<file path="config.mk">
export PLATFORM = sky130hd
export DESIGN_NAME = ipru_back_flat
export DESIGN_NICKNAME = d
export VERILOG_FILES = /design/src/design/ipru_pkg.sv /design/src/design/ipru_out_if.sv /design/src/design/ipru_back.sv /design/src/flat_wrapper.sv
export SDC_FILE = /design/constraint.sdc
export NUM_CORES = 1
export LEC_CHECK = 0
export BUFFER_PORTS_ARGS = -buffer_cell sky130_fd_sc_hd__buf_2
export CORE_MARGIN = 8
export CORE_UTILIZATION = 30
export DETAILED_ROUTE_END_ITERATION = 7
export SLEW_MARGIN = 20
export SYNTH_ARGS = -nofsm -noshare
export SYNTH_HDL_FRONTEND = slang
export SYNTH_SLANG_ARGS = --single-unit
</file>
<file path="constraint.sdc">
create_clock -name clk -period 6.1 [get_ports clk]
set_clock_uncertainty 0.2 [all_clocks]
set_input_delay 1.22 -clock clk [delete_from_list [all_inputs] [get_ports clk]]
set_output_delay 1.22 -clock clk [all_outputs]
set_load 0.02 [all_outputs]
</file>
<file path="src/design/ipru_pkg.sv">
// shared types and constants for the pixel replication upscaler
package ipru_pkg;

    localparam int MAX_WIDTH   = 1024;
    localparam int MAX_FACTOR  = 16;
    localparam int COL_W       = $clog2(MAX_WIDTH);
    localparam int WIDTH_W     = COL_W + 1;
    localparam int FACTOR_W    = $clog2(MAX_FACTOR) + 1;
    localparam int COPY_W      = $clog2(MAX_FACTOR);
    localparam int QUEUE_DEPTH = 4;
    localparam int QPTR_W      = $clog2(QUEUE_DEPTH);
    localparam int QCNT_W      = QPTR_W + 1;

    localparam logic       OP_PIXEL  = 1'b0;
    localparam logic       OP_REPLAY = 1'b1;
    localparam logic       REG_SCALE = 1'b0;
    localparam logic       REG_WIDTH = 1'b1;
    localparam logic       ST_OK     = 1'b0;
    localparam logic       ST_ERROR  = 1'b1;

    typedef struct packed {
        logic [7:0] red;
        logic [7:0] green;
        logic [7:0] blue;
    } pixel_t;

    typedef struct packed {
        pixel_t              pixel;
        logic [FACTOR_W-1:0] count;
        logic                row_end;
        logic                status;
    } cmd_t;

    typedef struct packed {
        logic valid;
        logic ready;
        cmd_t cmd;
    } cmd_chan_t;

endpackage

</file>
<file path="src/design/ipru_out_if.sv">
// result channel
interface ipru_out_if;
    logic       valid;
    logic       ready;
    logic [7:0] out_blue;
    logic [7:0] out_green;
    logic [7:0] out_red;
    logic       last_copy;
    logic       row_end;
    logic       status;

    modport source (output valid, out_blue, out_green, out_red, last_copy, row_end, status,
                    input ready);
    modport sink (input valid, out_blue, out_green, out_red, last_copy, row_end, status,
                  output ready);
endinterface

</file>
<file path="src/design/ipru_back.sv">
// back end: emits the copies of each queued command, one beat per cycle while the receiver is ready
module ipru_back
    import ipru_pkg::*;
(
    input  logic      clk,
    input  logic      rst_n,
    input  cmd_chan_t head,
    output logic      pop,
    ipru_out_if.source copies
);

    logic [COPY_W-1:0] copy_reg;
    logic              out_valid_reg;
    pixel_t            out_pix_reg;
    logic              out_last_reg;
    logic              out_rend_reg;
    logic              out_status_reg;
    logic              emit;
    logic              last;

    assign emit = head.valid && (!out_valid_reg || copies.ready);
    assign last = {1'b0, copy_reg} == (head.cmd.count - FACTOR_W'(1));
    assign pop  = emit && last;

    always_ff @(posedge clk or negedge rst_n)
    begin
        if (!rst_n)
        begin
            copy_reg      <= '0;
            out_valid_reg <= 1'b0;
        end
        else
        begin
            if (emit)
                copy_reg <= last ? '0 : copy_reg + COPY_W'(1);
            if (emit)
                out_valid_reg <= 1'b1;
            else if (copies.ready)
                out_valid_reg <= 1'b0;
        end
    end

    always_ff @(posedge clk)
    begin
        if (emit)
        begin
            out_pix_reg    <= head.cmd.pixel;
            out_last_reg   <= last;
            out_rend_reg   <= last && head.cmd.row_end;
            out_status_reg <= head.cmd.status;
        end
    end

    assign copies.valid     = out_valid_reg;
    assign copies.out_blue  = out_pix_reg.blue;
    assign copies.out_green = out_pix_reg.green;
    assign copies.out_red   = out_pix_reg.red;
    assign copies.last_copy = out_last_reg;
    assign copies.row_end   = out_rend_reg;
    assign copies.status    = out_status_reg;

    a_copy_in_range: assert property (@(posedge clk) disable iff (!rst_n)
        head.valid |-> {1'b0, copy_reg} < head.cmd.count)
        else $error("copy counter past command count");

    a_error_is_last: assert property (@(posedge clk) disable iff (!rst_n)
        out_valid_reg && out_status_reg == ST_ERROR |-> out_last_reg && !out_rend_reg)
        else $error("error beat not marked as last copy");

endmodule

</file>
<file path="src/flat_wrapper.sv">
// flat-port wrapper written by rule: the top's interface ports become plain ports
module ipru_back_flat import ipru_pkg::*;
  (clk, rst_n, head, pop, copies_valid, copies_out_blue, copies_out_green, copies_out_red, copies_last_copy, copies_row_end, copies_status, copies_ready);
  ipru_out_if copies_i ();
  input  logic clk;
  input  logic rst_n;
  input  cmd_chan_t head;
  output logic pop;
  output wire logic [$bits(copies_i.valid)-1:0] copies_valid;
  output wire logic [$bits(copies_i.out_blue)-1:0] copies_out_blue;
  output wire logic [$bits(copies_i.out_green)-1:0] copies_out_green;
  output wire logic [$bits(copies_i.out_red)-1:0] copies_out_red;
  output wire logic [$bits(copies_i.last_copy)-1:0] copies_last_copy;
  output wire logic [$bits(copies_i.row_end)-1:0] copies_row_end;
  output wire logic [$bits(copies_i.status)-1:0] copies_status;
  input wire logic [$bits(copies_i.ready)-1:0] copies_ready;
  assign copies_valid = copies_i.valid;
  assign copies_out_blue = copies_i.out_blue;
  assign copies_out_green = copies_i.out_green;
  assign copies_out_red = copies_i.out_red;
  assign copies_last_copy = copies_i.last_copy;
  assign copies_row_end = copies_i.row_end;
  assign copies_status = copies_i.status;
  assign copies_i.ready = copies_ready;
  ipru_back u_core (.clk(clk), .rst_n(rst_n), .head(head), .pop(pop), .copies(copies_i));
endmodule
</file>
==> qor.csv <==
metric,value,unit
run status,"finished, final reports clean",
Crit Path Max Fanout,8,
Cell Rows,23,
cell breakdown of the critical path,buf_2 > inv_1 > ha_1 > nand2_1 > nor4b_1 > o311a_4 > and2_2 > buf_2,
total wire length,2780,um
max cap viols,0,
DRC,0,
Setup-failing EPs final,0,
Slew headroom,74.0,%
Synth cell types,21,
HPWL Detailed,2280,um
family with the most delay on the worst path,simple AND/OR/NAND/NOR gates,
vias,833,
core area,3910,um^2
pwr dens,309,nW/um^2
CTS Hold Buffers Added,0,
Tcrit/Tclk final,66.1,%
GR Util All Layers,9.04,%
Slew Limit Fails,0,
post-synthesis sequential element count,32,
clock latency on the worst-skew pair,0.27,ns
critical path endpoint category,primary output,
Worst Reg-to-Reg Cells,4,
Total Power,516,uW
vias in the first global route,856,
Worst Tran Pin Value,0.385,ns
RSZ-0062 raised after global routing,false,
Sink Count,32,
maximum VDD drop,0.0838,mV
wire length per cell,14.5,um
chip width,79.1,um
Synth Instances,69,
setup bufs post-CTS,0,
Buffers on Ports,63,
first-pass GRT wire length,4310,um
Worst EP arrival,2.61,ns
Final Wtd Congestion,0.709,
Synth Net Count,107,
LEAKAGE,0.726,nW
register area share after synthesis,78.2,%
CTS tree,yes,
Worst path most repeated cell,buf_2,
area grow syn2layout,39.7,%
final design utilization,42.7,%
CP Class,in2out,
final hold vios,0,
hold path depth,2,
Starting Density,30.6,%
fraction of layout cells with a size suffix above 1,53.2,%
WP depth,8,
Worst Path Required,4.68,ns
root buffer cell,clkbuf_8,
fmax,248,MHz
Nets,178,
CP startpoint kind,input port,
Yosys Warn Count,0,
die area,6260,um^2
Vias per Instance,4.36,
total global routing overflow,0,
Max H-tree Level,2,
IO Pins,65,
Antenna Violating Nets Remaining,0,
Critical-path top delay cell,nor4b_1,
ANT cells,0,
Max stage delay on crit path,0.36,ns
drt pass-1 iters,3,
initial antenna violation count,0,
Hold Crit Class,reg2reg,
clk buf depth,2,
Post-CTS Resized,0,
setup_tns,0,ns
drt initial violations,17,
syn avg cell area,17.3,um^2
largest net degree at the start of global routing,30,
synthesized area,1200,um^2
CTS Buf Count,5,
Die Ht,79.1,um
"Clk pin slew, worst setup/hold paths",0.06,ns
Worst Path Buf+Inv,3,
post-layout minimum cycle time,4.03,ns
## Yosys cell counts
cell type	instances	share of area, %
nand2b_1	2	1.0
nand2_1	5	1.6
inv_1	3	0.94
nand3_1	1	0.42
and2_2	2	1.3
ha_1	2	2.1
nor3_1	4	1.7
edfxtp_1	27	68
a21oi_2	1	0.73
dfrtp_1	5	10
o21ai_0	3	1.3
nand4b_1	1	0.73
nor2_1	1	0.31
o311a_4	1	1.8
xor2_1	2	1.5
nand3b_1	1	0.63
nor4b_2	1	1.3
a21oi_1	1	0.42
a21o_1	2	1.3
xnor2_1	3	2.2
nor4b_1	1	0.73
## per-layer routing
metal  part of all wire [%]  GRT usage (%)  up-vias
met5                      0              0        -
met4                    2.3           5.00        0
met3                     13           4.74        6
met2                     44           14.2       48
met1                     40           9.58      380
li1                       -              -      399
## worst min-delay path: stages, from the launching register on
cell and delay (ns):
dfrtp_1 0.34, nand2b_1 0.07, nand2b_1 0.07
## cells in the final DEF, fill, tap and decap left out, types with 2 or more instances in the layout
cell,n
nand2_1,5
xnor2_1,3
inv_1,3
clkbuf_8,6
and2_2,2
a21o_1,2
nand2b_1,2
nor3_1,4
ha_1,2
xor2_1,2
edfxtp_1,27
o21ai_0,3
dfrtp_1,5
buf_2,63
## layout make-up
type / count / area (um^2)
clock buffers: 7 / 86.3
flip-flops and latches: 32 / 936
repair buffers: 64 / 323
fillers: 371 / 2240
clock inverters: 1 / 3.75
well taps: 50 / 62.6
multi-input cells: 34 / 249
inverters: 3 / 11.3
## path summary, 6_finish.rpt
path | startpoint | end | slack [ns]
worst max-delay path | head[2] | pop | 2.07
worst max register to register | u_core.copy_reg[2] | u_core.copies.row_end | 4.34
max in group asynchronous | rst_n | u_core.copy_reg[1] | 5.02
worst min register to register | u_core.copies.valid | u_core.copies.valid | 0.31
worst min-delay path | u_core.copies.valid | u_core.copies.valid | 0.31
min in group asynchronous | rst_n | u_core.copy_reg[2] | 0.55
## where the power goes
group          internal (mW)  switching (mW)  total, mW
Clock                 0.0901          0.0675      0.158
Combinational         0.0370          0.0438     0.0808
Sequential             0.260          0.0179      0.278
Total                  0.387           0.129      0.516
## through the flow
stage,std cells,hold slack (ns),setup slack (ns),cell area (um^2)
after floorplan,69,0.312,2.29,1200
after global placement,183,0.292,2.16,1580
after detailed placement,183,0.299,2.01,1580
after CTS,191,0.317,2.04,1670
after global routing,191,0.355,1.94,1670
final,191,0.314,2.07,1670
## cell families (layout without fill, tap and decap cells)
kind of cell             count (synthesis)  count (layout)  synth area share (%)
flip-flops                              32              32                  78.2
AND/OR/NAND/NOR                         19              19                  9.62
AO/OA/AOI/OAI                            8               8                  5.44
buffers and inverters                    3              75                 0.941
XOR/XNOR                                 5               5                  3.66
adder cells (fa/ha/maj)                  2               2                  2.09
No activity file was read; power rests on OpenSTA's default activity.
