**config.mk**
```make
export PLATFORM = sky130hd
export DESIGN_NAME = ipru_fifo
export DESIGN_NICKNAME = d
export VERILOG_FILES = /design/src/design/ipru_pkg.sv /design/src/design/ipru_fifo.sv
export SDC_FILE = /design/constraint.sdc
export NUM_CORES = 1
export LEC_CHECK = 0
export ABC_AREA = 0
export BUFFER_PORTS_ARGS = -buffer_cell sky130_fd_sc_hd__buf_2
export CORE_ASPECT_RATIO = 1.25
export CORE_MARGIN = 3
export CORE_UTILIZATION = 55
export CTS_CLUSTER_DIAMETER = 40
export DETAILED_ROUTE_END_ITERATION = 12
export GPL_TIMING_DRIVEN = 0
export PLACE_DENSITY = 0.75
export SLEW_MARGIN = 40
export SYNTH_ARGS = -nofsm -noshare
export SYNTH_HDL_FRONTEND = slang
export SYNTH_SLANG_ARGS = --single-unit
```
**constraint.sdc**
```tcl
create_clock -name clk -period 6.7 [get_ports clk]
set_clock_uncertainty 0.2 [all_clocks]
set_input_delay 0.335 -clock clk [delete_from_list [all_inputs] [get_ports clk]]
set_output_delay 0.335 -clock clk [all_outputs]
set_load 0.02 [all_outputs]
```
**src/design/ipru_pkg.sv**
```systemverilog
// shared types and constants for the pixel replication upscaler
package ipru_pkg;

    localparam int MAX_WIDTH   = 1024;
    localparam int MAX_FACTOR  = 16;
    localparam int COL_W       = $clog2(MAX_WIDTH);
    localparam int WIDTH_W     = COL_W + 1;
    localparam int FACTOR_W    = $clog2(MAX_FACTOR) + 1;
    localparam int COPY_W      = $clog2(MAX_FACTOR);
    localparam int QUEUE_DEPTH = 4;
    localparam int QPTR_W      = $clog2(QUEUE_DEPTH);
    localparam int QCNT_W      = QPTR_W + 1;

    localparam logic       OP_PIXEL  = 1'b0;
    localparam logic       OP_REPLAY = 1'b1;
    localparam logic       REG_SCALE = 1'b0;
    localparam logic       REG_WIDTH = 1'b1;
    localparam logic       ST_OK     = 1'b0;
    localparam logic       ST_ERROR  = 1'b1;

    typedef struct packed {
        logic [7:0] red;
        logic [7:0] green;
        logic [7:0] blue;
    } pixel_t;

    typedef struct packed {
        pixel_t              pixel;
        logic [FACTOR_W-1:0] count;
        logic                row_end;
        logic                status;
    } cmd_t;

    typedef struct packed {
        logic valid;
        logic ready;
        cmd_t cmd;
    } cmd_chan_t;

endpackage

```
**src/design/ipru_fifo.sv**
```systemverilog
// short command queue between front and back
module ipru_fifo
    import ipru_pkg::*;
(
    input  logic      clk,
    input  logic      rst_n,
    input  cmd_chan_t push_req,
    output logic      push_ready,
    output cmd_chan_t pop_side,
    input  logic      pop
);

    cmd_t              entries [QUEUE_DEPTH];
    logic [QPTR_W-1:0] wr_ptr_reg;
    logic [QPTR_W-1:0] rd_ptr_reg;
    logic [QCNT_W-1:0] count_reg, count_next;
    logic              do_push;
    logic              do_pop;

    assign push_ready = count_reg != QCNT_W'(QUEUE_DEPTH);
    assign do_push    = push_req.valid && push_ready;
    assign do_pop     = pop && count_reg != '0;

    assign pop_side.valid = count_reg != '0;
    assign pop_side.ready = pop;
    assign pop_side.cmd   = entries[rd_ptr_reg];

    always_comb
    begin
        count_next = count_reg;
        if (do_push && !do_pop)
            count_next = count_reg + QCNT_W'(1);
        else if (do_pop && !do_push)
            count_next = count_reg - QCNT_W'(1);
    end

    always_ff @(posedge clk or negedge rst_n)
    begin
        if (!rst_n)
        begin
            wr_ptr_reg <= '0;
            rd_ptr_reg <= '0;
            count_reg  <= '0;
        end
        else
        begin
            if (do_push)
                wr_ptr_reg <= wr_ptr_reg + QPTR_W'(1);
            if (do_pop)
                rd_ptr_reg <= rd_ptr_reg + QPTR_W'(1);
            count_reg <= count_next;
        end
    end

    always_ff @(posedge clk)
    begin
        if (do_push)
            entries[wr_ptr_reg] <= push_req.cmd;
    end

    a_count_bound: assert property (@(posedge clk) disable iff (!rst_n)
        count_reg <= QCNT_W'(QUEUE_DEPTH))
        else $error("queue occupancy beyond depth");

endmodule

```
==> run metrics, run 1 <==
status completed; Vias per Instance 5.21; Final setup viols 0; GRT overflow 0; worst skew pair latency slightly above 500 ps; total CTS buffers 17; dpl cells ~390; element type at the critical path end primary output; Root Buffer clkbuf_8; Slew Limit Fails 0; Antenna Cells 0; CTS max path bufs 2; DIE HEIGHT approximately 110 um; top cells by area, synth edfxtp_1 (75%), mux4_2 (13%), dfrtp_1 (3.6%); critical path class register to primary output; Req. time, crit path approximately 6200 ps; hpwl dp between 4000 and 5000 um; Final nets 361; Hold Vio Cnt, Final 0; share of layout cells above drive strength 1 0.413; setup TNS 0 ps; setup bufs post-CTS 0; CTS clock-pin slew for the worst setup and hold paths 60 ps; Worst VDD drop 0.000299 V; CP cell instances buf_6 > buf_12 > mux4_2 > buf_2; Pwr Density 461 nW/um2; drt initial violations about 120; mapped cell area about 4900 um2; CTS tree done; area delta synth->final 28.9%; Hold Path Class primary input to register; Pre-antenna DRT Iters 4; Crit-path slowest cell mux4_2; Die X around 91 um; Core ar. 8700 um2; DRC 0; hold path startpoint push_req[32]; maximum number of pins on one net before global-route repair 32; post-synthesis sequential area ratio 0.790; syn_nets 240; Post-Route WL ~8300 um; global-route wire length before repair ~13000 um; final std cells w/o fill 452; placer congestion estimate ~0.70; unrepaired setup endpoints after global routing no; leakage 2.29 nW; MaxCap Viol Count 0; vias in the first global route around 2600; Final ANT Viol Nets 0; Routed WL per cell 18.5 um; io pins 70; Final Critical Period approximately 2400 ps; I/O Buffers 68; fmax 414 MHz; # clock sinks 131; CTS H-Tree Depth 4; Rel. slew slack 0.674; Die ar. slightly above 10000 um2; CP arrival around 1900 ps; CP Launch Point rd_ptr_reg[0]$_DFFE_PN0P_; Worst-Margin Slew roughly 490 ps; top cell type's share of synthesized area 0.755; Avg Inst Size Synth about 25 um2; final worst-path cycle share 0.361; initial antenna violation count 0; row cnt 38; top cell type by total area after synthesis edfxtp_1; Slowest Stage Delay on Critical Path approximately 520 ps; Seq cells post-synth roughly 130; yosys synthesis warning count 0; Total Routing Usage GR 0.182; vias around 2400; worst r2r src count_reg[0]$_DFFE_PN0P_; crit-path max FO 10; Synth cell types 20; max reg flops 124; CP startpoint kind register; cell count after synthesis just under 200; initial core utilization 0.567
==> final timing paths <==
kind,endpoint,slack [ps],cells after the start
setup reg to reg,count_reg[2]$_DFFE_PN0P_,4410,8
hold / removal,wr_ptr_reg[0]$_DFFE_PN0P_,90,3
max in group asynchronous,count_reg[1]$_DFFE_PN0P_,5440,3
min in group asynchronous,rd_ptr_reg[0]$_DFFE_PN0P_,600,3
setup / recovery,pop_side[8],4280,4
hold reg to reg,count_reg[2]$_DFFE_PN0P_,350,1
==> where the power goes <==
part | internal, W | switching [W]
combinational | 0.000398 | 0.000500
sequential | 0.00109 | 0.0000514
clock | 0.000594 | 0.000298
==> critical path: cells and delay by family (launching register included) <==
kind | cells | cell delay (ps)
flops | 1 | 350
buf+inv | 3 | 500
mux | 1 | 520
==> cell usage in the layout, fill, tap and decap left out <==
cell           netlist  routed
nand2_1              2       2
and2_4               0       4
buf_2                3      71
buf_4                1       1
fa_1                 1       1
clkbuf_1             0       6
a21boi_2             1       1
mux4_1               3       3
buf_12               3       3
mux4_2              28      28
nor2_1               2       2
clkbuf_16            0      16
dlygate4sd3_1        0      34
bufinv_16            0       3
clkbuf_8             0       4
buf_6                1       1
dfrtp_1              7       7
clkinv_2             0       3
xor2_1               2       2
edfxtp_1           124     124
inv_1                3       3
or3_1                1       1
ha_1                 5       5
mux2_2               2       2
xnor2_1              4       4
nand3_1              1       1
==> metal layers <==
metal / global-route usage / wire [um] / vias up
met2: 0.313 / 4580 / 62
met3: 0.0608 / 342 / 15
li1: - / - / 1073
met5: 0 / 0 / -
met4: 0.0838 / 126 / 0
met1: 0.206 / 3300 / 1204
==> final cells by class <==
class                      count  area (um2)
sequential                   131        3900
fill                         509        2340
multi-input combinational     56         940
timing repair buffer         102         681
clock buffer                  26         478
tap                          120         150
clock inverter                 6         105
buffer                         8        93.8
inverter                       3        11.3
==> through the flow <==
step                      instance area, um2  power [W]  setup WS, ps   util  hold WS [ps]
after CTS                               6360    0.00298          4220  0.731          60.3
final                                   6360    0.00293          4280  0.731          94.2
after detailed placement                5430    0.00206          4410  0.625         -15.5
after global routing                    6360    0.00307          4190  0.731          67.8
after floorplan                         4930    0.00179          4410      -          -161
after global placement                  5420    0.00204          3900  0.623         -21.5
==> synth_stat cells <==
master,count
a21boi_2,1
xnor2_1,4
mux2_2,2
buf_2,3
or3_1,1
buf_4,1
and2_1,4
nor2_1,2
fa_1,1
nand3_1,1
buf_12,3
buf_6,1
ha_1,5
edfxtp_1,124
nand2_1,2
inv_1,3
mux4_1,3
xor2_1,2
mux4_2,28
dfrtp_1,7
==> timing repair <==
item	CTS	global route
endpoints found under the hold margin	133	0
gates resized for setup	0	0
hold buffers	34	0
==> kinds of logic after synthesis <==
| kind of cell | after synthesis | share of synthesized area |
|---|---|---|
| DFF | 131 | 0.790 |
| muxes | 33 | 0.148 |
| buffers and inverters | 11 | 0.0213 |
| and+or+nand+nor | 10 | 0.0104 |
| xor gates and xnor gates | 6 | 0.0107 |
| adders and majority gates | 6 | 0.0167 |
| AOI/OAI and AO/OA | 1 | 0.00228 |
Power figures use the tool's default switching activity.
==> run 2: changes to the inputs <==
==> constraint.sdc (replaced) <==
create_clock -name clk -period 2.4 [get_ports clk]
set_clock_uncertainty 0.2 [all_clocks]
set_input_delay 0.12 -clock clk [delete_from_list [all_inputs] [get_ports clk]]
set_output_delay 0.12 -clock clk [all_outputs]
set_load 0.02 [all_outputs]
==> run 2 against run 1 <==
  * Register-to-register slack worse by 4300 ps
  * Worst hold slack improved by 66 ps
  * Combinational power rose to 2.8 times the previous value
  * Global-route usage is 0.074 points higher
  * Sequential cell count unchanged
  * Final cell count increased by 0.22%
  * Die area did not move
  * Critical path depth rose by 4
  * Clock power grew to 2.8 times the previous value
  * Largest cell class unchanged
==> run metrics, run 2 (synthesis results as in run 1) <==
status completed; drt initial violations ~120; CTS clock-pin slew for the worst setup and hold paths 50 ps; Worst-Margin Slew ~490 ps; Total Routing Usage GR 0.183; Final nets 362; initial antenna violation count 0; CTS H-Tree Depth 4; leakage 2.30 nW; element type at the critical path end register; reg-to-reg slack, setup between 100 and 150 ps; commonest non-fill, non-tap cell in the layout edfxtp_1; I/O Buffers 68; worst r2r src count_reg[2]$_DFFE_PN0P_; row cnt 38; CTS tree done; Die ar. approximately 10000 um2; hpwl dp just under 5000 um; placer congestion estimate ~0.70; io pins 70; Worst VDD drop 0.000827 V; register area a little under 4000 um2; GRT overflow 0; worst skew pair latency 510 ps; Core ar. between 8000 and 9000 um2; final worst-path cycle share 0.947; total CTS buffers 17; Req. time, crit path about 2600 ps; Post-Route WL between 8000 and 9000 um; CP arrival about 2500 ps; DRC 0; Worst R2R End count_reg[2]$_DFFE_PN0P_; maximum number of pins on one net before global-route repair 32; Root Buffer clkbuf_8; Hold Vio Cnt, Final 0; global-route wire length before repair 13400 um; Rel. slew slack 0.675; fmax between 400 and 500 MHz; Slew Limit Fails 0; Routed WL per cell around 19 um; Pwr Density approximately 1300 nW/um2; hold path startpoint push_req[11]; final core utilization 0.734; DIE HEIGHT between 100 and 150 um; Final Critical Period ~2300 ps; vias 2353; CP startpoint kind register; Hold Path Class primary input to register; initial core utilization 0.567; Hold Path End entries[2][11]$_DFFE_PP_; setup TNS 0 ps; Fillers 503; Final setup viols 0; vias in the first global route roughly 2600; Vias per Instance roughly 5.2; hold depth 2; max reg flops roughly 120; most frequent cells in the layout edfxtp_1 (124), buf_2 (71), dlygate4sd3_1 (35); CTS max path bufs 2; total power 0.00822 W; area delta synth->final 29.4%; share of layout cells above drive strength 1 0.423; Antenna Cells 0; R2R cell count 8; Final ANT Viol Nets 0; Die X roughly 90 um; Pre-antenna DRT Iters 4; critical path class register to register; MaxCap Viol Count 0; crit-path max FO 4; # clock sinks between 100 and 150; multi-input logic area about 960 um2
[run 2: final cells by class]
class	count	share of cell area
Timing Repair Buffer	103	0.108
Clock inverter	6	0.0165
Multi-Input combinational cell	56	0.150
Clock buffer	26	0.0748
Tap cell	120	0.0235
Sequential cell	131	0.611
Buffer	8	0.0147
Inverter	3	0.00176
[run 2: repair_timing]
action,CTS,global route
endpoints found under the setup margin,0,1
resized for setup,0,5
endpoints found under the hold margin,137,0
setup buffers,0,0
hold buffers,35,0
[run 2: routing by layer]
layer  global-route usage  vias up  part of all wire
met5                    0        -                 0
met4               0.0838        0             0.015
met2                0.315       61              0.55
met1                0.206     1201              0.40
met3               0.0615       15             0.042
li1                     -     1076                 -
[run 2: metrics by stage]
step	cell area [um2]	setup WS, ps	cells	hold slack (ps)
4_1_cts	6370	88.4	453	128
3_3_place_gp	5420	-402	386	-237
6_report	6390	127	453	160
3_5_place_dp	5430	112	386	-231
5_1_grt	6390	-9.44	453	143
2_1_floorplan	4930	113	198	-376
[run 2: report_power, final]
group          switching [W]  internal [W]  leakage [nW]  total (W)
sequential          0.000153       0.00304          1.22    0.00320
clock               0.000833       0.00166         0.287    0.00249
combinational        0.00141       0.00112         0.795    0.00253
[run 2: how the worst max path moves through the flow]
stage	slack (ps)	startpoint	cells past startpoint	endpoint
2_1_floorplan	110	count_reg[1]$_DFFE_PN0P_	8	count_reg[2]$_DFFE_PN0P_
3_3_place_gp	-400	count_reg[0]$_DFFE_PN0P_	3	entries[0][14]$_DFFE_PP_
3_5_place_dp	110	count_reg[0]$_DFFE_PN0P_	8	count_reg[2]$_DFFE_PN0P_
4_1_cts	90	count_reg[0]$_DFFE_PN0P_	8	count_reg[2]$_DFFE_PN0P_
5_1_grt	-9	count_reg[2]$_DFFE_PN0P_	8	count_reg[2]$_DFFE_PN0P_
6_report	130	count_reg[2]$_DFFE_PN0P_	8	count_reg[2]$_DFFE_PN0P_
[run 2: critical path, stage by stage, from the launching register on]
cell     delay [ps]
dfrtp_1         460
or3_4           380
nand2_2         100
ha_2            190
inv_1            50
fa_1            370
xor2_1          150
nor2_1          140
xor2_1          160
